**src/hdl/mlr_pkg.sv**
```systemverilog
// mlr_pkg: item kind and slope class codes for the line rasterizer
`timescale 1ns / 1ps
`default_nettype none

package mlr_pkg;

    // item kinds
    localparam logic KIND_LOAD    = 1'b0;
    localparam logic KIND_ADVANCE = 1'b1;

    // slope classes: bit 0 set means y is the major axis, bit 1 set means falling
    localparam logic [1:0] CLS_SHALLOW_RISE = 2'd0;
    localparam logic [1:0] CLS_STEEP_RISE   = 2'd1;
    localparam logic [1:0] CLS_SHALLOW_FALL = 2'd2;
    localparam logic [1:0] CLS_STEEP_FALL   = 2'd3;

endpackage

`default_nettype wire

```
**src/hdl/mlr_if.sv**
```systemverilog
// mlr_if: valid/ready channel interfaces for the line rasterizer items
`timescale 1ns / 1ps
`default_nettype none

interface mlr_in_if #(
    parameter int COORD_BITS = 11
);
    logic                         valid;
    logic                         ready;
    logic                         kind;
    logic signed [COORD_BITS-1:0] start_x;
    logic signed [COORD_BITS-1:0] start_y;
    logic signed [COORD_BITS-1:0] end_x;
    logic signed [COORD_BITS-1:0] end_y;

    modport source (
        output valid, kind, start_x, start_y, end_x, end_y,
        input  ready
    );
    modport sink (
        input  valid, kind, start_x, start_y, end_x, end_y,
        output ready
    );
endinterface

interface mlr_out_if #(
    parameter int COORD_BITS = 11
);
    logic                         valid;
    logic                         ready;
    logic signed [COORD_BITS-1:0] pixel_x;
    logic signed [COORD_BITS-1:0] pixel_y;
    logic                         last_pixel;
    logic                         no_pixel;

    modport source (
        output valid, pixel_x, pixel_y, last_pixel, no_pixel,
        input  ready
    );
    modport sink (
        input  valid, pixel_x, pixel_y, last_pixel, no_pixel,
        output ready
    );
endinterface

`default_nettype wire

```
**src/hdl/midpoint_line_rasterizer.sv**
```systemverilog
// midpoint_line_rasterizer: all-octant midpoint line walker, one pixel per item
`timescale 1ns / 1ps
`default_nettype none

// Midpoint line rasterizer. A load item (kind 0) takes two endpoints and returns
// the first pixel of the line; each advance item (kind 1) returns the next pixel,
// with last_pixel set on the final one. An advance with no line active returns
// a zero pixel with no_pixel set. Every item gives exactly one result item.
// Throughput is one item per clock cycle while the output is ready. An accepted
// item is held in the input register and its result then in the result register.
// The walker state is updated per item by one add on the decision value and
// one compare on the major coordinate, so consecutive advances follow each
// other without gaps while the output is ready. Both registers form a two-stage
// pipeline, so a new item is taken while a result still waits only if the
// input register is empty.
module midpoint_line_rasterizer #(
    parameter int COORD_BITS = 11
) (
    input  wire logic   i_clk,
    input  wire logic   i_rst_n,
    mlr_in_if.sink      i_in,
    mlr_out_if.source   o_out
);

    localparam int W = COORD_BITS + 2;   // walk coordinates
    localparam int D = COORD_BITS + 4;   // decision terms
    localparam logic signed [W-1:0] W_ONE = W'(1);
    localparam logic signed [D-1:0] D_ZERO = '0;

    // input register
    logic                         r_in_vld;
    logic                         r_kind;
    logic signed [COORD_BITS-1:0] r_sx, r_sy, r_ex, r_ey;

    // walker state
    logic signed [W-1:0] r_wx, r_wy, r_mend, r_mir;
    logic signed [D-1:0] r_dec, r_sst, r_sdg;
    logic [1:0]          r_cls;
    logic                r_active;

    // result register
    logic                         r_out_vld;
    logic signed [COORD_BITS-1:0] r_px, r_py;
    logic                         r_last, r_nopix;

    logic adv, in_ready, step;

    // load path
    logic signed [W-1:0] sx, sy, ex, ey, ax, ay, cx, cy, ay2, cy2;
    logic signed [W-1:0] x0, y0, x1, y1, run, rise, fall, ddx, ddy;
    logic signed [D-1:0] dx, dy;
    logic [1:0]          ld_cls;
    logic                swap_pt, swap_v, falling;

    // next state and result
    logic signed [W-1:0] n_wx, n_wy, n_mend, n_mir, major, px_full;
    logic signed [D-1:0] n_dec, n_sst, n_sdg;
    logic [1:0]          n_cls;
    logic                n_active, do_emit, n_last, n_nopix;
    logic signed [COORD_BITS-1:0] n_px, n_py;

    assign adv      = !r_out_vld || o_out.ready;
    assign in_ready = !r_in_vld || adv;
    assign step     = r_in_vld && adv;

    assign i_in.ready = in_ready;

    always_ff @(posedge i_clk) begin
        if (!i_rst_n) begin
            r_in_vld <= 1'b0;
        end else if (in_ready) begin
            r_in_vld <= i_in.valid;
        end
        if (in_ready && i_in.valid) begin
            r_kind <= i_in.kind;
            r_sx   <= i_in.start_x;
            r_sy   <= i_in.start_y;
            r_ex   <= i_in.end_x;
            r_ey   <= i_in.end_y;
        end
    end

    // endpoint ordering, slope class and decision set-up
    always_comb begin
        sx = {{2{r_sx[COORD_BITS-1]}}, r_sx};
        sy = {{2{r_sy[COORD_BITS-1]}}, r_sy};
        ex = {{2{r_ex[COORD_BITS-1]}}, r_ex};
        ey = {{2{r_ey[COORD_BITS-1]}}, r_ey};
        swap_pt = sx > ex;
        ax = swap_pt ? ex : sx;
        ay = swap_pt ? ey : sy;
        cx = swap_pt ? sx : ex;
        cy = swap_pt ? sy : ey;
        // vertical line drawn downwards: flip so it is walked upwards in full
        swap_v  = (ax == cx) && (ay > cy);
        ay2     = swap_v ? cy : ay;
        cy2     = swap_v ? ay : cy;
        falling = ay2 > cy2;
        run  = cx - ax;
        rise = cy2 - ay2;
        fall = ay2 - cy2;
        if (!falling) begin
            x0 = ax;
            y0 = ay2;
            x1 = cx;
            y1 = cy2;
            ld_cls = (rise <= run) ? mlr_pkg::CLS_SHALLOW_RISE : mlr_pkg::CLS_STEEP_RISE;
        end else begin
            // falling lines walk mirrored about the right endpoint
            x0 = cx;
            y0 = cy2;
            x1 = (cx <<< 1) - ax;
            y1 = ay2;
            ld_cls = (fall <= run) ? mlr_pkg::CLS_SHALLOW_FALL : mlr_pkg::CLS_STEEP_FALL;
        end
        ddx = x1 - x0;
        ddy = y1 - y0;
        dx  = {{(D-W){ddx[W-1]}}, ddx};
        dy  = {{(D-W){ddy[W-1]}}, ddy};
    end

    always_comb begin
        n_wx     = r_wx;
        n_wy     = r_wy;
        n_mend   = r_mend;
        n_mir    = r_mir;
        n_dec    = r_dec;
        n_sst    = r_sst;
        n_sdg    = r_sdg;
        n_cls    = r_cls;
        n_active = r_active;
        do_emit  = 1'b0;
        n_nopix  = 1'b0;
        if (r_kind == mlr_pkg::KIND_LOAD) begin
            n_cls   = ld_cls;
            n_mir   = cx;
            n_wx    = x0;
            n_wy    = y0;
            do_emit = 1'b1;
            if (ld_cls[0]) begin
                n_dec  = (dx <<< 1) - dy;
                n_sst  = dx <<< 1;
                n_sdg  = (dx - dy) <<< 1;
                n_mend = y1;
            end else begin
                n_dec  = (dy <<< 1) - dx;
                n_sst  = dy <<< 1;
                n_sdg  = (dy - dx) <<< 1;
                n_mend = x1;
            end
        end else if (!r_active) begin
            n_nopix = 1'b1;
        end else begin
            do_emit = 1'b1;
            if (r_dec <= D_ZERO) begin
                n_dec = r_dec + r_sst;
                if (r_cls[0]) begin
                    n_wy = r_wy + W_ONE;
                end else begin
                    n_wx = r_wx + W_ONE;
                end
            end else begin
                n_dec = r_dec + r_sdg;
                n_wx  = r_wx + W_ONE;
                n_wy  = r_wy + W_ONE;
            end
        end
        major   = n_cls[0] ? n_wy : n_wx;
        n_last  = do_emit && (major >= n_mend);
        px_full = n_cls[1] ? ((n_mir <<< 1) - n_wx) : n_wx;
        if (do_emit) begin
            n_active = !n_last;
        end
        n_px = do_emit ? px_full[COORD_BITS-1:0] : '0;
        n_py = do_emit ? n_wy[COORD_BITS-1:0] : '0;
    end

    always_ff @(posedge i_clk) begin
        if (!i_rst_n) begin
            r_wx      <= '0;
            r_wy      <= '0;
            r_mend    <= '0;
            r_mir     <= '0;
            r_dec     <= '0;
            r_sst     <= '0;
            r_sdg     <= '0;
            r_cls     <= mlr_pkg::CLS_SHALLOW_RISE;
            r_active  <= 1'b0;
            r_out_vld <= 1'b0;
        end else begin
            if (adv) begin
                r_out_vld <= r_in_vld;
            end
            if (step) begin
                r_wx     <= n_wx;
                r_wy     <= n_wy;
                r_mend   <= n_mend;
                r_mir    <= n_mir;
                r_dec    <= n_dec;
                r_sst    <= n_sst;
                r_sdg    <= n_sdg;
                r_cls    <= n_cls;
                r_active <= n_active;
            end
        end
        if (step) begin
            r_px    <= n_px;
            r_py    <= n_py;
            r_last  <= n_last;
            r_nopix <= n_nopix;
        end
    end

    assign o_out.valid      = r_out_vld;
    assign o_out.pixel_x    = r_px;
    assign o_out.pixel_y    = r_py;
    assign o_out.last_pixel = r_last;
    assign o_out.no_pixel   = r_nopix;

    // a no-pixel item carries a zero pixel and never marks an end of line
    a_nopix_clean: assert property (@(posedge i_clk) disable iff (!i_rst_n)
        (r_out_vld && r_nopix) |-> (!r_last && r_px == '0 && r_py == '0))
        else $error("no-pixel result carries pixel data");

    // an advance with no line active gives a no-pixel result next
    a_idle_advance: assert property (@(posedge i_clk) disable iff (!i_rst_n)
        (step && r_kind == mlr_pkg::KIND_ADVANCE && !r_active) |=>
        (r_out_vld && r_nopix && !r_active))
        else $error("advance without line did not give no-pixel result");

    // the final pixel of a line leaves no line active
    a_last_ends: assert property (@(posedge i_clk) disable iff (!i_rst_n)
        (step && n_last) |=> !r_active)
        else $error("line still active after final pixel");

    // a load always gives a real pixel
    a_load_pixel: assert property (@(posedge i_clk) disable iff (!i_rst_n)
        (step && r_kind == mlr_pkg::KIND_LOAD) |=> (r_out_vld && !r_nopix))
        else $error("load item gave no pixel");

endmodule

`default_nettype wire
```
**src/flat_wrapper.sv**
```systemverilog
// flat-port wrapper written by rule: the top's interface ports become plain ports
module midpoint_line_rasterizer_flat 
#(
    parameter int COORD_BITS = 11
)
  (i_clk, i_rst_n, i_in_valid, i_in_kind, i_in_start_x, i_in_start_y, i_in_end_x, i_in_end_y, i_in_ready, o_out_valid, o_out_pixel_x, o_out_pixel_y, o_out_last_pixel, o_out_no_pixel, o_out_ready);
  mlr_in_if #(.COORD_BITS(COORD_BITS)) i_in_i ();
  mlr_out_if #(.COORD_BITS(COORD_BITS)) o_out_i ();
  input  wire logic i_clk;
  input  wire logic i_rst_n;
  input wire logic [$bits(i_in_i.valid)-1:0] i_in_valid;
  input wire logic [$bits(i_in_i.kind)-1:0] i_in_kind;
  input wire logic [$bits(i_in_i.start_x)-1:0] i_in_start_x;
  input wire logic [$bits(i_in_i.start_y)-1:0] i_in_start_y;
  input wire logic [$bits(i_in_i.end_x)-1:0] i_in_end_x;
  input wire logic [$bits(i_in_i.end_y)-1:0] i_in_end_y;
  output wire logic [$bits(i_in_i.ready)-1:0] i_in_ready;
  output wire logic [$bits(o_out_i.valid)-1:0] o_out_valid;
  output wire logic [$bits(o_out_i.pixel_x)-1:0] o_out_pixel_x;
  output wire logic [$bits(o_out_i.pixel_y)-1:0] o_out_pixel_y;
  output wire logic [$bits(o_out_i.last_pixel)-1:0] o_out_last_pixel;
  output wire logic [$bits(o_out_i.no_pixel)-1:0] o_out_no_pixel;
  input wire logic [$bits(o_out_i.ready)-1:0] o_out_ready;
  assign i_in_i.valid = i_in_valid;
  assign i_in_i.kind = i_in_kind;
  assign i_in_i.start_x = i_in_start_x;
  assign i_in_i.start_y = i_in_start_y;
  assign i_in_i.end_x = i_in_end_x;
  assign i_in_i.end_y = i_in_end_y;
  assign i_in_ready = i_in_i.ready;
  assign o_out_valid = o_out_i.valid;
  assign o_out_pixel_x = o_out_i.pixel_x;
  assign o_out_pixel_y = o_out_i.pixel_y;
  assign o_out_last_pixel = o_out_i.last_pixel;
  assign o_out_no_pixel = o_out_i.no_pixel;
  assign o_out_i.ready = o_out_ready;
  midpoint_line_rasterizer #(.COORD_BITS(COORD_BITS)) u_core (.i_clk(i_clk), .i_rst_n(i_rst_n), .i_in(i_in_i), .o_out(o_out_i));
endmodule
```
**config.mk**
```make
export PLATFORM = sky130hd
export DESIGN_NAME = midpoint_line_rasterizer_flat
export DESIGN_NICKNAME = d
export VERILOG_FILES = /design/src/hdl/mlr_pkg.sv /design/src/hdl/mlr_if.sv /design/src/hdl/midpoint_line_rasterizer.sv /design/src/flat_wrapper.sv
export SDC_FILE = /design/constraint.sdc
export NUM_CORES = 1
export LEC_CHECK = 0
export BUFFER_PORTS_ARGS = -buffer_cell sky130_fd_sc_hd__buf_2
export CAP_MARGIN = 20
export CORE_ASPECT_RATIO = 1.75
export CORE_MARGIN = 1
export CORE_UTILIZATION = 55
export CTS_BUF_LIST = sky130_fd_sc_hd__clkbuf_2 sky130_fd_sc_hd__clkbuf_4 sky130_fd_sc_hd__clkbuf_8
export DETAILED_ROUTE_END_ITERATION = 10
export HOLD_SLACK_MARGIN = 0.05
export PLACE_DENSITY = 0.82
export SLEW_MARGIN = 10
export SYNTH_ARGS = -nofsm -noshare
export SYNTH_HDL_FRONTEND = slang
export SYNTH_SLANG_ARGS = --single-unit
```
**constraint.sdc**
```tcl
create_clock -name i_clk -period 25.3 [get_ports i_clk]
set_input_delay 3.795 -clock i_clk [delete_from_list [all_inputs] [get_ports i_clk]]
set_output_delay 3.795 -clock i_clk [all_outputs]
set_load 0.03 [all_outputs]
```
======== Word-level counts from Yosys, hierarchy flattened ========
Cells that the tools add are included.
storage, ports and cells
  input port bits ......................... 49
  bits in latches ......................... 0
  memory bits (read-only) ................. 0
  output and inout bits ................... 26
  flip-flop bits (word level) ............. 170
  memories kept ........................... 0
  logic and storage cells ................. 93
  RAM bits ................................ 0
cells by class
  reductions and logical operators ........ 12
  order comparisons ....................... 7
  divide/modulo/power cells ............... 0
  mux-type cells .......................... 36
  bitwise logic cells ..................... 1
  $add $sub $neg .......................... 15
  multipliers ............................. 0
  shift operators ......................... 0
  equal/unequal tests ..................... 2
operators by type and width
  cell                                                                                number
  13-bit 2-to-1 mux                                                                   21
  15-bit 2-to-1 mux                                                                   6
  13-bit subtractor                                                                   6
  15-bit adder                                                                        2
  14-bit by 13-bit subtractor with 15-bit output                                      2
  13-bit by 13-bit subtractor with 14-bit output                                      2
  13-bit by 2-bit adder with 13-bit output (second input constant)                    2
  13-bit > comparator                                                                 2
  13-bit less-or-equal comparator                                                     2
  15-bit by 1-bit less-or-equal comparator with 1-bit output (second input constant)  1
  13-bit == test                                                                      1
  13-bit >= comparator                                                                1
  12-bit 2-to-1 mux                                                                   1
  11-bit > comparator                                                                 1
  11-bit 2-to-1 mux                                                                   1
  11-bit subtractor                                                                   1
  2-bit AND reduction                                                                 3
  1-bit 2-to-1 mux                                                                    5
  1-bit logical AND                                                                   4
  2-bit 2-to-1 mux                                                                    2
  1-bit zero test                                                                     3
  1-bit logical OR                                                                    2
  2-bit inequality test (second input constant)                                       1
  1-bit inverter                                                                      1

======== Logic depth before layout (Yosys ltp) ========
Gate-level depths: netlist of the first run.
  depth after elaboration ................. 14
  gate-level depth with buffers ........... 51
  depth with buffers taken out ............ 47

======== Worst setup path after synthesis of the first run ========
No wires, ideal clock.
  path type ............................... register to register
  start point ............................. register u_core.r_sx[9]
  end point ............................... register u_core.r_last, in the netlist u_core.o_out.last_pixel, data pin
  setup time .............................. 0.266 ns
  path buffers ............................ 5
  arrival time ............................ 7.957 ns
  clock period less this slack ............ 8.223 ns
  stages on the path, launching flop included .. 50
  path slack .............................. 17.077 ns
  data required time ...................... 25.034 ns
  cells stage by stage .................... edfxtp_1 -> ha_1 -> nand4_2 -> a211o_1 -> o211a_1 -> buf_6 -> or4_1 -> nand4_1 -> nand4_1 -> o21a_1 -> clkbuf_1 -> nor2_1 -> nor2_1 -> ha_1 -> nor2_1 -> o32a_1 -> o22ai_1 -> a21oi_1 -> (+14 left out) -> buf_4 -> buf_2 -> buf_4 -> a21oi_1 -> mux2i_1 -> ha_1 -> nor2b_1 -> o21a_1 -> o21ai_0 -> nand2b_1 -> a21oi_1 -> o21ai_0 -> a21oi_1 -> nor2b_1 -> o21ai_0 -> nand3_1 -> a21oi_1 -> nor2_1
between the ends
  word-level cells in the longest chain between the ends .. 13
  elaborated cells on any way between the ends .. 32
  those cells by class .................... add/sub (4); order compare (6); eq/ne (1); mux (19); reduce/logical (2)
RTL lines
  element                                                RTL line                                                          text
  start: declaration                                     midpoint_line_rasterizer.sv:33                                    logic signed [COORD_BITS-1:0] r_sx, r_sy, r_ex, r_ey;
  start signal: assignment                               midpoint_line_rasterizer.sv:76                                    r_sx <= i_in.start_x;
  11-bit > comparator                                    midpoint_line_rasterizer.sv:89                                    swap_pt = sx > ex;
  13-bit 2-to-1 mux (on tied branches)                   -
  13-bit > comparator or 13-bit == test (tied branches)  midpoint_line_rasterizer.sv:95                                    swap_v = (ax == cx) && (ay > cy);
  1-bit logical AND                                      midpoint_line_rasterizer.sv:95
  13-bit 2-to-1 mux (on tied branches)                   midpoint_line_rasterizer.sv:97, midpoint_line_rasterizer.sv:96
  13-bit subtractor (on tied branches)                   midpoint_line_rasterizer.sv:100, midpoint_line_rasterizer.sv:101
  13-bit less-or-equal comparator (on tied branches)     midpoint_line_rasterizer.sv:107, midpoint_line_rasterizer.sv:114
  1-bit 2-to-1 mux (on tied branches)                    midpoint_line_rasterizer.sv:107, midpoint_line_rasterizer.sv:114
  2-bit 2-to-1 mux                                       midpoint_line_rasterizer.sv:102                                   if (!falling) begin
  2-bit 2-to-1 mux or 13-bit 2-to-1 mux (tied branches)  midpoint_line_rasterizer.sv:134, midpoint_line_rasterizer.sv:140
  13-bit 2-to-1 mux (on tied branches)                   midpoint_line_rasterizer.sv:168, midpoint_line_rasterizer.sv:134
  13-bit >= comparator (*)                               midpoint_line_rasterizer.sv:169                                   n_last = do_emit && (major >= n_mend);
  1-bit logical AND (*)                                  midpoint_line_rasterizer.sv:169
  net u_core.n_last                                      midpoint_line_rasterizer.sv:59                                    logic n_active, do_emit, n_last, n_nopix;
  end signal: assignment                                 midpoint_line_rasterizer.sv:209                                   r_last <= n_last;
  end: declaration                                       midpoint_line_rasterizer.sv:44                                    logic r_last, r_nopix;
The timed path passes the listed nets; every way through them passes the cells marked *.
A chain may end at the register's enable or synchronous reset.

======== Worst setup path in the final report of the first run ========
  start point ............................. register u_core.r_sx[10]
  end point ............................... register u_core.r_last, in the netlist u_core.o_out.last_pixel, data pin
Same word-level chain as after synthesis.

==> results of run 1 <==
-- synth_stat cells (all sizes together) (6+ instances only) --
| master | number | area (µm²) |
|---|---|---|
| a211oi | 40 | 305 |
| a21boi | 7 | 52.6 |
| nor2b | 34 | 213 |
| inv | 111 | 422 |
| maj3 | 9 | 90.1 |
| nand3 | 44 | 220 |
| nand2 | 231 | 883 |
| nor3 | 51 | 265 |
| mux2 | 40 | 454 |
| nor2 | 220 | 826 |
| o31ai | 8 | 60.1 |
| and2 | 14 | 87.6 |
| o22ai | 7 | 43.8 |
| a211o | 6 | 52.6 |
| a21oi | 193 | 966 |
| or3 | 10 | 67.6 |
| xnor2 | 95 | 855 |
| mux2i | 55 | 563 |
| and3 | 10 | 62.6 |
| nor4 | 11 | 75.1 |
| a31oi | 21 | 138 |
| nand2b | 28 | 175 |
| o21ai | 107 | 543 |
| buf | 29 | 171 |
| fa | 8 | 160 |
| edfxtp | 69 | 2070 |
| a2111oi | 6 | 83.8 |
| a21o | 57 | 428 |
| or2 | 8 | 50.1 |
| o211ai | 26 | 210 |
| clkbuf | 72 | 270 |
| o21bai | 18 | 135 |
| xor2 | 46 | 425 |
| o21a | 18 | 135 |
| dfxtp | 96 | 1920 |
| nand4 | 22 | 156 |
| ha | 147 | 1840 |
-- how the worst max path moves through the flow --
| stage | from | slack (ps) | cells after the start | end |
|---|---|---|---|---|
| final | u_core.r_sx[10]$_DFFE_PP_ | 14160 | 44 | u_core.o_out.last_pixel$_DFFE_PP_ |
| after global routing | u_core.r_sx[10]$_DFFE_PP_ | 13270 | 44 | u_core.o_out.last_pixel$_DFFE_PP_ |
| after CTS | u_core.r_sx[10]$_DFFE_PP_ | 14350 | 44 | u_core.o_out.last_pixel$_DFFE_PP_ |
| after detailed placement | u_core.r_sx[10]$_DFFE_PP_ | 14440 | 44 | u_core.o_out.last_pixel$_DFFE_PP_ |
| after global placement | u_core.r_sx[10]$_DFFE_PP_ | 14640 | 44 | u_core.o_out.last_pixel$_DFFE_PP_ |
| after floorplan | u_core.r_sx[9]$_DFFE_PP_ | 17080 | 49 | u_core.o_out.last_pixel$_DFFE_PP_ |
-- metrics by stage --
stage | cell area [µm²] | cells | hold WS [ps] | util (%)
2_1_floorplan | 16100 | 2045 | 428 | -
3_3_place_gp | 16700 | 2421 | 435 | 58.3
3_5_place_dp | 16700 | 2421 | 446 | 58.3
4_1_cts | 17100 | 2453 | 459 | 59.7
5_1_grt | 17100 | 2453 | 480 | 59.7
6_report | 17100 | 2453 | 458 | 59.7
-- routing by layer --
| metal | wire [µm] | share of wire (%) | global-route usage (%) |
|---|---|---|---|
| met1 | 18900 | 35 | 35.3 |
| met2 | 26500 | 50 | 62.9 |
| met3 | 2840 | 5.3 | 5.94 |
| met4 | 5050 | 9.5 | 32.3 |
| met5 | 0 | 0 | 0 |
-- sequential cells by signal (all words and copies together), names as in the netlist --
name and count:
u_core.o_out.last_pixel 1, u_core.o_out.no_pixel 1, u_core.o_out.pixel_x 11, u_core.o_out.pixel_y 11, u_core.o_out.valid 1, u_core.r_active 1, u_core.r_cls 2, u_core.r_dec 15
u_core.r_ex 11, u_core.r_ey 11, u_core.r_in_vld 1, u_core.r_kind 1, u_core.r_mend 13, u_core.r_mir 10, u_core.r_sdg 14, u_core.r_sst 13
u_core.r_sx 11, u_core.r_sy 11, u_core.r_wx 13, u_core.r_wy 13
-- cells in the final DEF (no fill, tap or decap), drive strengths merged, types with 26 or more instances in the layout --
cell type / count
buf: 99
edfxtp: 69
a21oi: 193
dfxtp: 96
mux2: 40
nor3: 51
xnor2: 95
ha: 147
nand2: 231
xor2: 46
nor2: 220
o211ai: 26
inv: 117
mux2i: 55
o21ai: 107
a211oi: 40
nor2b: 34
nand2b: 28
nand3: 44
a21o: 57
-- tightest hold or removal path, delay by kind of cell, from the launching register on --
family | cells | cell delay (ps)
flip-flops | 1 | 320
AND/OR/NAND/NOR | 1 | 50
AO/OA/AOI/OAI | 1 | 50
-- cell families (layout without fill, tap and decap cells) --
logic type,after synthesis,after routing,synth area share (%)
AO/OA/AOI/OAI,563,563,22.4
XOR/XNOR,141,141,7.94
adder cells (fa/ha/maj),164,164,13.0
buffers and inverters,212,242,5.35
flip-flops,165,165,24.8
multiplexers,97,97,6.59
other,2,4,0.0466
AND/OR/NAND/NOR,699,699,19.9
-- final cells by class --
cell class                      instances  area, µm²  area share [%]
Timing Repair Buffer                   99        558            3.26
Tap cell                              378        473            2.76
Inverter                              111        422            2.46
Clock inverter                         13        146           0.854
Clock buffer                           19        249            1.45
Multi-Input combinational cell       1668      11300            65.9
Sequential cell                       165       3990            23.3
-- power breakdown --
part / total, mW / leakage (nW) / internal (mW) / switching [mW]
combinational: 1.82 / 5.65 / 0.748 / 1.07
sequential: 0.324 / 1.45 / 0.304 / 0.0198
clock: 0.204 / 0.206 / 0.0916 / 0.113
total: 2.35 / 7.31 / 1.14 / 1.21
==> flow_summary_export.csv, run 1 <==
group,metric,value,unit
run_status,status,"finished, final reports clean",
setup_path,crit_family,"compound AO/OA/AOI/OAI gates",
floorplanning,dieArea,30000,µm²
route,routed_wl,53.3,mm
setup_path,critPathMaxStageDelay,740,ps
cells_and_area,fillCellCount,2664,
route,drtAntennaViolNets,0,
setup_path,crit_path_end_kind,"flip-flop",
timing,skew,19.1,ps
placed_design,portBuffers,74,
grt,track_usage,35.5,%
floorplanning,io_pins,75,
setup_path,cp.arrival,11390,ps
floorplanning,die_height,229,µm
clock_network,htreeDepth,4,
placed_design,place_congestion,1.08,
grt,grt_overflow,0,
clock_network,cts_tree,"yes",
setup_path,slowest_stage,"buf_4",
hold_path,hold_start,"u_core.r_mend[1]$_SDFFE_PN0P_",
pwr,p_per_area,137,nW/µm²
grt,grt_max_degree,87,
grt,antenna_found_initial,0,
setup_path,cp.buffers_inverters,3,
pwr,leakage,7.31,nW
setup_path,path_class,"reg2reg",
pwr,ir_drop,0.0000796,V
timing,rsz0062_at_grt,"false",
timing,maxSlewHeadroom,19.0,%
synthesis,postSynth.asyncResetShare,0,%
setup_path,cpMostUsedCell,"a21oi_1",
clock_network,cts.sinks,165,
floorplanning,die_x,131,µm
floorplanning,core_area,28700,µm²
route,drt_iter0_markers,1132,
clock_network,clockBufferDepth,2,
timing,hold_viol,0,
timing,period_share,44.0,%
floorplanning,row_count,82,
timing,setup_viol,0,
route,vias_per_cell,6.24,
synthesis,synth-seq-cells,165,
timing,period_needed,11140,ps
job,cap_violations,0,
cells_and_area,drive_above_1_share,10.6,%
setup_path,r2r-end,"u_core.o_out.last_pixel$_DFFE_PP_",
cells_and_area,diodes,0,
hold_path,worstHoldEndpoint,"u_core.r_mend[1]$_SDFFE_PN0P_",
synthesis,avgSynthCellArea,7.89,µm²
setup_path,start_kind,"flip-flop",
timing,fmax,89.8,MHz
clock_network,post_cts_buffers,0,
synthesis,synthesis.yosys.warnings,0,
clock_network,cts_resized,0,
floorplanning,initial_utilization,56.1,%
placed_design,dp_hpwl,41.5,mm
timing,worst_pin_slew,1200,ps
cells_and_area,area_delta_synth_final,6.27,%
pwr,total_power,2.35,mW
hold_path,min_path_cells,2,
hold_path,hold_path.class,"reg2reg",
clock_network,clk_pin_slew,100,ps
clock_network,worstSkewPairLatency,510,ps
cells_and_area,fin_nets,2266,
synthesis,synth_edf_count,69,
timing,fin_ws,14160,ps
synthesis,synth.yosys.seq_area_share,24.8,%
timing,finalSetupTns,0,ps
route,routedWlPerCell,21.7,µm
grt,grt_pass1_wl,81.8,mm
clock_network,cts_made_buffers,17,
setup_path,required,25550,ps
grt,grt_pass1_vias,15241,
setup_path,rrSetupSlack,14160,ps
route,route.detailed.drc,0,
timing,slew_viol_final,0,
setup_path,r2r-start,"u_core.r_sx[10]$_DFFE_PP_",
placed_design,dpl_worst_slack,14440,ps
route,dr.pass1.iters,6,
setup_path,reg2reg_depth,44,
clock_network,holdBufCountCts,0,
route,dr_total_vias,15296,
synthesis,synth.distinct_cells,95,
setup_path,path_max_fanout,73,
synthesis,synth_top_flop_cell,"dfxtp_1",
clock_network,root_buffer,"clkbuf_8",
synthesis,syn_area,16100,µm²
synthesis,postSynthCellCount,2043,
Power figures use the tool's default switching activity.
==> run 2, diff against run 1 <==
- clock period: 25.3 -> 10.95 ns (I/O delays scaled with it)
==> run 2 against run 1 <==
Against the previous run: global-route usage fell by 0.059 points; sequential cell count did not move; clock-buffer cell count decreased by 1; sequential power rose by 130%; maximum frequency grew 15%; cell area rose by 0.59%; combinational power grew 130%; first-iteration DRC count is 3.1% higher; non-clock buffer count up 8; cell count grew 0.33%; power rose by 130%; critical endpoint unchanged.
==> flow_summary_export.csv, run 2 (same netlist as run 1, synthesis figures left out) <==
group,metric,value,unit
placed_design,portBuffers,74,
setup_path,slowest_stage,"nor3_1",
timing,worst_pin_slew,948,ps
grt,track_usage,35.5,%
route,route.detailed.drc,0,
job,cap_violations,0,
timing,slew_viol_final,0,
floorplanning,row_count,82,
timing,period_share,88.1,%
setup_path,required,11220,ps
clock_network,holdBufCountCts,0,
timing,hold_viol,0,
placed_design,place_congestion,1.00,
route,drtAntennaViolNets,0,
clock_network,cts_resized,0,
clock_network,clk_pin_slew,110,ps
pwr,clockPowerShare,9.4,%
setup_path,cp.buffers_inverters,2,
floorplanning,dieArea,30000,µm²
placed_design,dpl_worst_slack,1510,ps
clock_network,root_buffer,"clkbuf_8",
cells_and_area,fin_nets,2274,
timing,fin_ws,1300,ps
floorplanning,io_pins,75,
cells_and_area,largest_reg_flops,15,
cells_and_area,top_regs,"u_core.r_dec x15, u_core.r_sdg x14",
cells_and_area,diodes,0,
timing,period_needed,9650,ps
pwr,intPower,2.67,mW
cells_and_area,fillCellCount,2611,
setup_path,path_class,"reg2reg",
route,dr_total_vias,15338,
route,drt_iter0_markers,1167,
grt,grt_pass1_wl,81.7,mm
setup_path,path_max_fanout,23,
setup_path,cp.arrival,9920,ps
timing,rsz0062_at_grt,"false",
clock_network,cts_made_buffers,17,
route,routed_wl,53.0,mm
pwr,ir_drop,0.000205,V
run_status,status,"finished, final reports clean",
placed_design,dp.cells,2428,
grt,grt_overflow,0,
pwr,power_frac_seq,13.7,%
floorplanning,core_area,28700,µm²
clock_network,htreeDepth,4,
timing,fmax,104,MHz
pwr,leakage,7.35,nW
clock_network,cts.sinks,165,
cells_and_area,layout_common_cells,"nand2_1 (230), nor2_1 (218), a21oi_1 (193)",
clock_network,worstSkewPairLatency,510,ps
cells_and_area,area_delta_synth_final,6.90,%
floorplanning,initial_utilization,56.1,%
cells_and_area,final_common_cell,"nand2_1",
pwr,p_per_area,317,nW/µm²
floorplanning,die_x,131,µm
grt,antenna_found_initial,0,
placed_design,dp_hpwl,41.4,mm
clock_network,cts_tree,"yes",
pwr,p_switching,2.80,mW
hold_path,hold_path.class,"reg2reg",
timing,maxSlewHeadroom,36.6,%
cells_and_area,fin_cells,2461,
pwr,combPwrFrac,76.9,%
route,routedWlPerCell,21.6,µm
setup_path,crit_family,"compound AO/OA/AOI/OAI gates",
timing,skew,18.7,ps
cells_and_area,top_register,"u_core.r_dec",
route,vias_per_cell,6.23,
cells_and_area,drive_above_1_share,10.9,%
setup_path,critPathMaxStageDelay,710,ps
clock_network,clockBufferDepth,2,
grt,grt_pass1_vias,14891,
floorplanning,die_height,229,µm
pwr,switching_share,51.1,%
timing,finalSetupTns,0,ps
setup_path,cpMostUsedCell,"a21oi_1",
grt,grt_max_degree,72,
setup_path,crit_path_end_kind,"flip-flop",
route,dr.pass1.iters,6,
clock_network,post_cts_buffers,0,
timing,setup_viol,0,
setup_path,start_kind,"flip-flop",
==> run 2: layer usage <==
layer | global-route usage (%) | vias to the layer above | wire, µm
met5 | 0 | - | 0
met4 | 31.9 | 0 | 5140
met3 | 5.01 | 221 | 2560
met2 | 62.3 | 591 | 26100
met1 | 36.4 | 7194 | 19200
li1 | - | 7332 | -
==> run 2: tightest hold or removal path, delay by kind of cell (launching register included) <==
| kind | cells | cell delay [ps] |
|---|---|---|
| simple gates | 1 | 50 |
| flops | 1 | 320 |
| compound gates | 1 | 50 |
==> run 2: through the flow <==
stage / utilization (%) / hold WS, ps / cell area, µm² / power, mW
final: 60.0 / 459 / 17200 / 5.47
after floorplan: - / 428 / 16100 / 3.95
after global routing: 60.0 / 477 / 17200 / 5.91
after detailed placement: 58.5 / 444 / 16800 / 4.86
after global placement: 58.5 / 437 / 16800 / 4.77
after CTS: 60.0 / 457 / 17200 / 5.40
==> run 2: power groups by stage <==
stage          combinational, mW  sequential, mW  clock (mW)
6_report                    4.21           0.749       0.513
5_1_grt                     4.62           0.755       0.538
4_1_cts                     4.13           0.747       0.518
3_5_place_dp                4.10           0.760           0
3_3_place_gp                4.01           0.758           0
2_1_floorplan               3.20           0.757           0
==> run 2: final cells by class <==
type	instances	area, µm²	share of cell area (%)
multi-input cells	1668	11300	65.5
flip-flops and latches	165	3990	23.2
repair buffers	107	618	3.59
well taps	378	473	2.74
inverters	111	422	2.45
clock buffers	18	241	1.40
clock inverters	14	195	1.13
==> run 2: path summary, 6_finish.rpt <==
kind | startpoint | to | cells after the start | slack, ps
hold / removal | u_core.r_sdg[2]$_SDFFE_PN0P_ | u_core.r_sdg[2]$_SDFFE_PN0P_ | 2 | 460
setup / recovery | u_core.r_sx[10]$_DFFE_PP_ | u_core.o_out.last_pixel$_DFFE_PP_ | 43 | 1300
setup reg to reg | u_core.r_sx[10]$_DFFE_PP_ | u_core.o_out.last_pixel$_DFFE_PP_ | 43 | 1300
hold reg to reg | u_core.r_sdg[2]$_SDFFE_PN0P_ | u_core.r_sdg[2]$_SDFFE_PN0P_ | 2 | 460
==> run 3, diff against run 2 <==
- CORE_UTILIZATION: 55 -> 39
- PLACE_DENSITY: 0.82 -> 0.64
- clock period: 10.95 -> 9.9 ns (I/O delays scaled with it)
==> run 3 against run 2 <==
Against the previous run: routed wire length rose by 7.0%; critical path depth fell by 1; combinational power rose by 14%; core utilization fell by 17 points; highest routed layer unchanged; clock skew rose by 11 ps; largest cell class unchanged; global-route usage fell by 8.1 points; sequential cell count did not move; first-iteration DRC count fell by 12%.
==> flow_summary_export.csv, run 3 (same netlist as run 1, synthesis figures left out) <==
group,metric,value,unit
timing,hold_viol,0,
route,drt_iter0_markers,1023,
setup_path,rrSetupSlack,630,ps
floorplanning,dieArea,42200,µm²
route,route.detailed.drc,0,
placed_design,dp_hpwl,44.9,mm
clock_network,cts_made_buffers,17,
cells_and_area,top_regs,"u_core.r_dec x15, u_core.r_sdg x14",
hold_path,hold_path.class,"reg2reg",
cells_and_area,design_area,17700,µm²
clock_network,clockBufferDepth,2,
floorplanning,die_height,271,µm
floorplanning,row_count,98,
grt,grt_max_degree,86,
route,dr_total_vias,15245,
pwr,p_per_area,347,nW/µm²
timing,rsz0062_at_grt,"false",
setup_path,slowest_stage,"a221oi_1",
floorplanning,core_area,40800,µm²
grt,grt_pass1_vias,15084,
cells_and_area,top_register,"u_core.r_dec",
cells_and_area,fin_cells,2664,
cells_and_area,fin_nets,2303,
clock_network,root_buffer,"clkbuf_8",
placed_design,dp.cells,2628,
cells_and_area,largest_reg_flops,15,
cells_and_area,final_common_cell,"nand2_1",
floorplanning,io_pins,75,
timing,skew,29.6,ps
setup_path,r2r-start,"u_core.r_sx[8]$_DFFE_PP_",
pwr,ir_drop,0.000177,V
placed_design,placed_area,17200,µm²
setup_path,start_kind,"flip-flop",
timing,maxSlewHeadroom,32.8,%
pwr,leakage,7.48,nW
setup_path,critPathLaunch,"u_core.r_sx[8]$_DFFE_PP_",
floorplanning,initial_utilization,39.5,%
setup_path,cpMostUsedCell,"a21oi_1",
timing,period_needed,9270,ps
pwr,total_power,6.14,mW
cells_and_area,drive_above_1_share,12.2,%
run_status,status,"finished, final reports clean",
setup_path,cp.arrival,9530,ps
timing,fin_ws,631,ps
setup_path,path_max_fanout,22,
grt,track_usage,27.4,%
cells_and_area,layout_common_cells,"nand2_1 (230), nor2_1 (218), a21oi_1 (193)",
route,dr.pass1.iters,6,
timing,finalSetupTns,0,ps
setup_path,cp-endpoint,"u_core.o_out.last_pixel$_DFFE_PP_",
route,routed_wl,56.8,mm
timing,worst_pin_slew,998,ps
timing,slew_viol_final,0,
cells_and_area,area_delta_synth_final,9.57,%
clock_network,holdBufCountCts,0,
timing,setup_viol,0,
placed_design,portBuffers,74,
setup_path,crit_path_end_kind,"flip-flop",
floorplanning,die_x,156,µm
clock_network,cts.sinks,165,
clock_network,clk_pin_slew,120,ps
timing,fmax,108,MHz
grt,grt_pass1_wl,86.4,mm
clock_network,htreeDepth,4,
clock_network,cts_tree,"yes",
job,cap_violations,0,
placed_design,place_congestion,1.03,
setup_path,r2r-end,"u_core.o_out.last_pixel$_DFFE_PP_",
route,drtAntennaViolNets,0,
setup_path,path_class,"reg2reg",
clock_network,worstSkewPairLatency,520,ps
timing,period_share,93.6,%
route,routedWlPerCell,21.3,µm
placed_design,dpl_worst_slack,556,ps
grt,grt_overflow,0,
grt,antenna_found_initial,1,
setup_path,critPathMaxStageDelay,450,ps
setup_path,reg2reg_depth,42,
setup_path,required,10160,ps
route,vias_per_cell,5.72,
## run 3: cell types whose count changed in the layout (fill, tap and decap cells not counted), sizes merged
cell | previous run | this run
inv | 117 | 118
diode | 0 | 2
clkinv | 3 | 6
bufinv | 3 | 0
buf | 107 | 136
clkbuf | 18 | 17
## run 3: metal layers
metal	global-route usage, %	up-vias	wire length [µm]
li1	-	7368	-
met1	27.9	7140	20400
met2	48.5	527	28400
met3	3.78	210	2540
met4	23.7	0	5420
met5	0	-	0
## run 3: power breakdown
part	internal, mW	leakage [nW]	switching, mW
logic	1.99	5.83	2.80
clock network	0.194	0.201	0.334
registers	0.777	1.45	0.0471
## run 3: area by class of cell
| cell class | count | area, µm² |
|---|---|---|
| Clock buffer | 17 | 234 |
| Antenna cell | 2 | 5.00 |
| Sequential cell | 165 | 3990 |
| Inverter | 111 | 422 |
| Timing Repair Buffer | 136 | 836 |
| Clock inverter | 15 | 180 |
| Tap cell | 550 | 688 |
| Fill cell | 4163 | 23200 |
| Multi-Input combinational cell | 1668 | 11300 |
## run 3: worst min path at each step
stage                                  startpoint                       endpoint  slack, ps  depth (start not counted)
global route        u_core.r_mend[9]$_SDFFE_PN0P_  u_core.r_mend[9]$_SDFFE_PN0P_        480                          2
global placement     u_core.r_sdg[2]$_SDFFE_PN0P_   u_core.r_sdg[2]$_SDFFE_PN0P_        440                          2
finish               u_core.r_sdg[2]$_SDFFE_PN0P_   u_core.r_sdg[2]$_SDFFE_PN0P_        460                          2
detailed placement   u_core.r_sdg[2]$_SDFFE_PN0P_   u_core.r_sdg[2]$_SDFFE_PN0P_        440                          2
floorplan           u_core.r_sst[12]$_SDFFE_PN0P_  u_core.r_sst[12]$_SDFFE_PN0P_        430                          2
CTS                  u_core.r_sst[1]$_SDFFE_PN0P_   u_core.r_sst[1]$_SDFFE_PN0P_        460                          2
## run 3: worst max-delay path, delay by kind of cell, from the launching register on
family | cells | cell delay, ps
DFF | 1 | 430
and+or+nand+nor | 8 | 920
buffers and inverters | 3 | 560
xor gates and xnor gates | 1 | 190
AOI/OAI and AO/OA | 22 | 4600
adders and majority gates | 3 | 960
muxes | 5 | 1310
## run 3: repair_timing
action	CTS	global route
endpoints found under the setup margin	0	2
setup buffers	0	2
gates resized for setup	0	1
## run 3: through the flow
| stage | utilization, % | hold WS, ps |
|---|---|---|
| after floorplan | - | 428 |
| after global placement | 42.2 | 440 |
| after detailed placement | 42.2 | 444 |
| after CTS | 43.2 | 460 |
| after global routing | 43.3 | 476 |
| final | 43.3 | 457 |
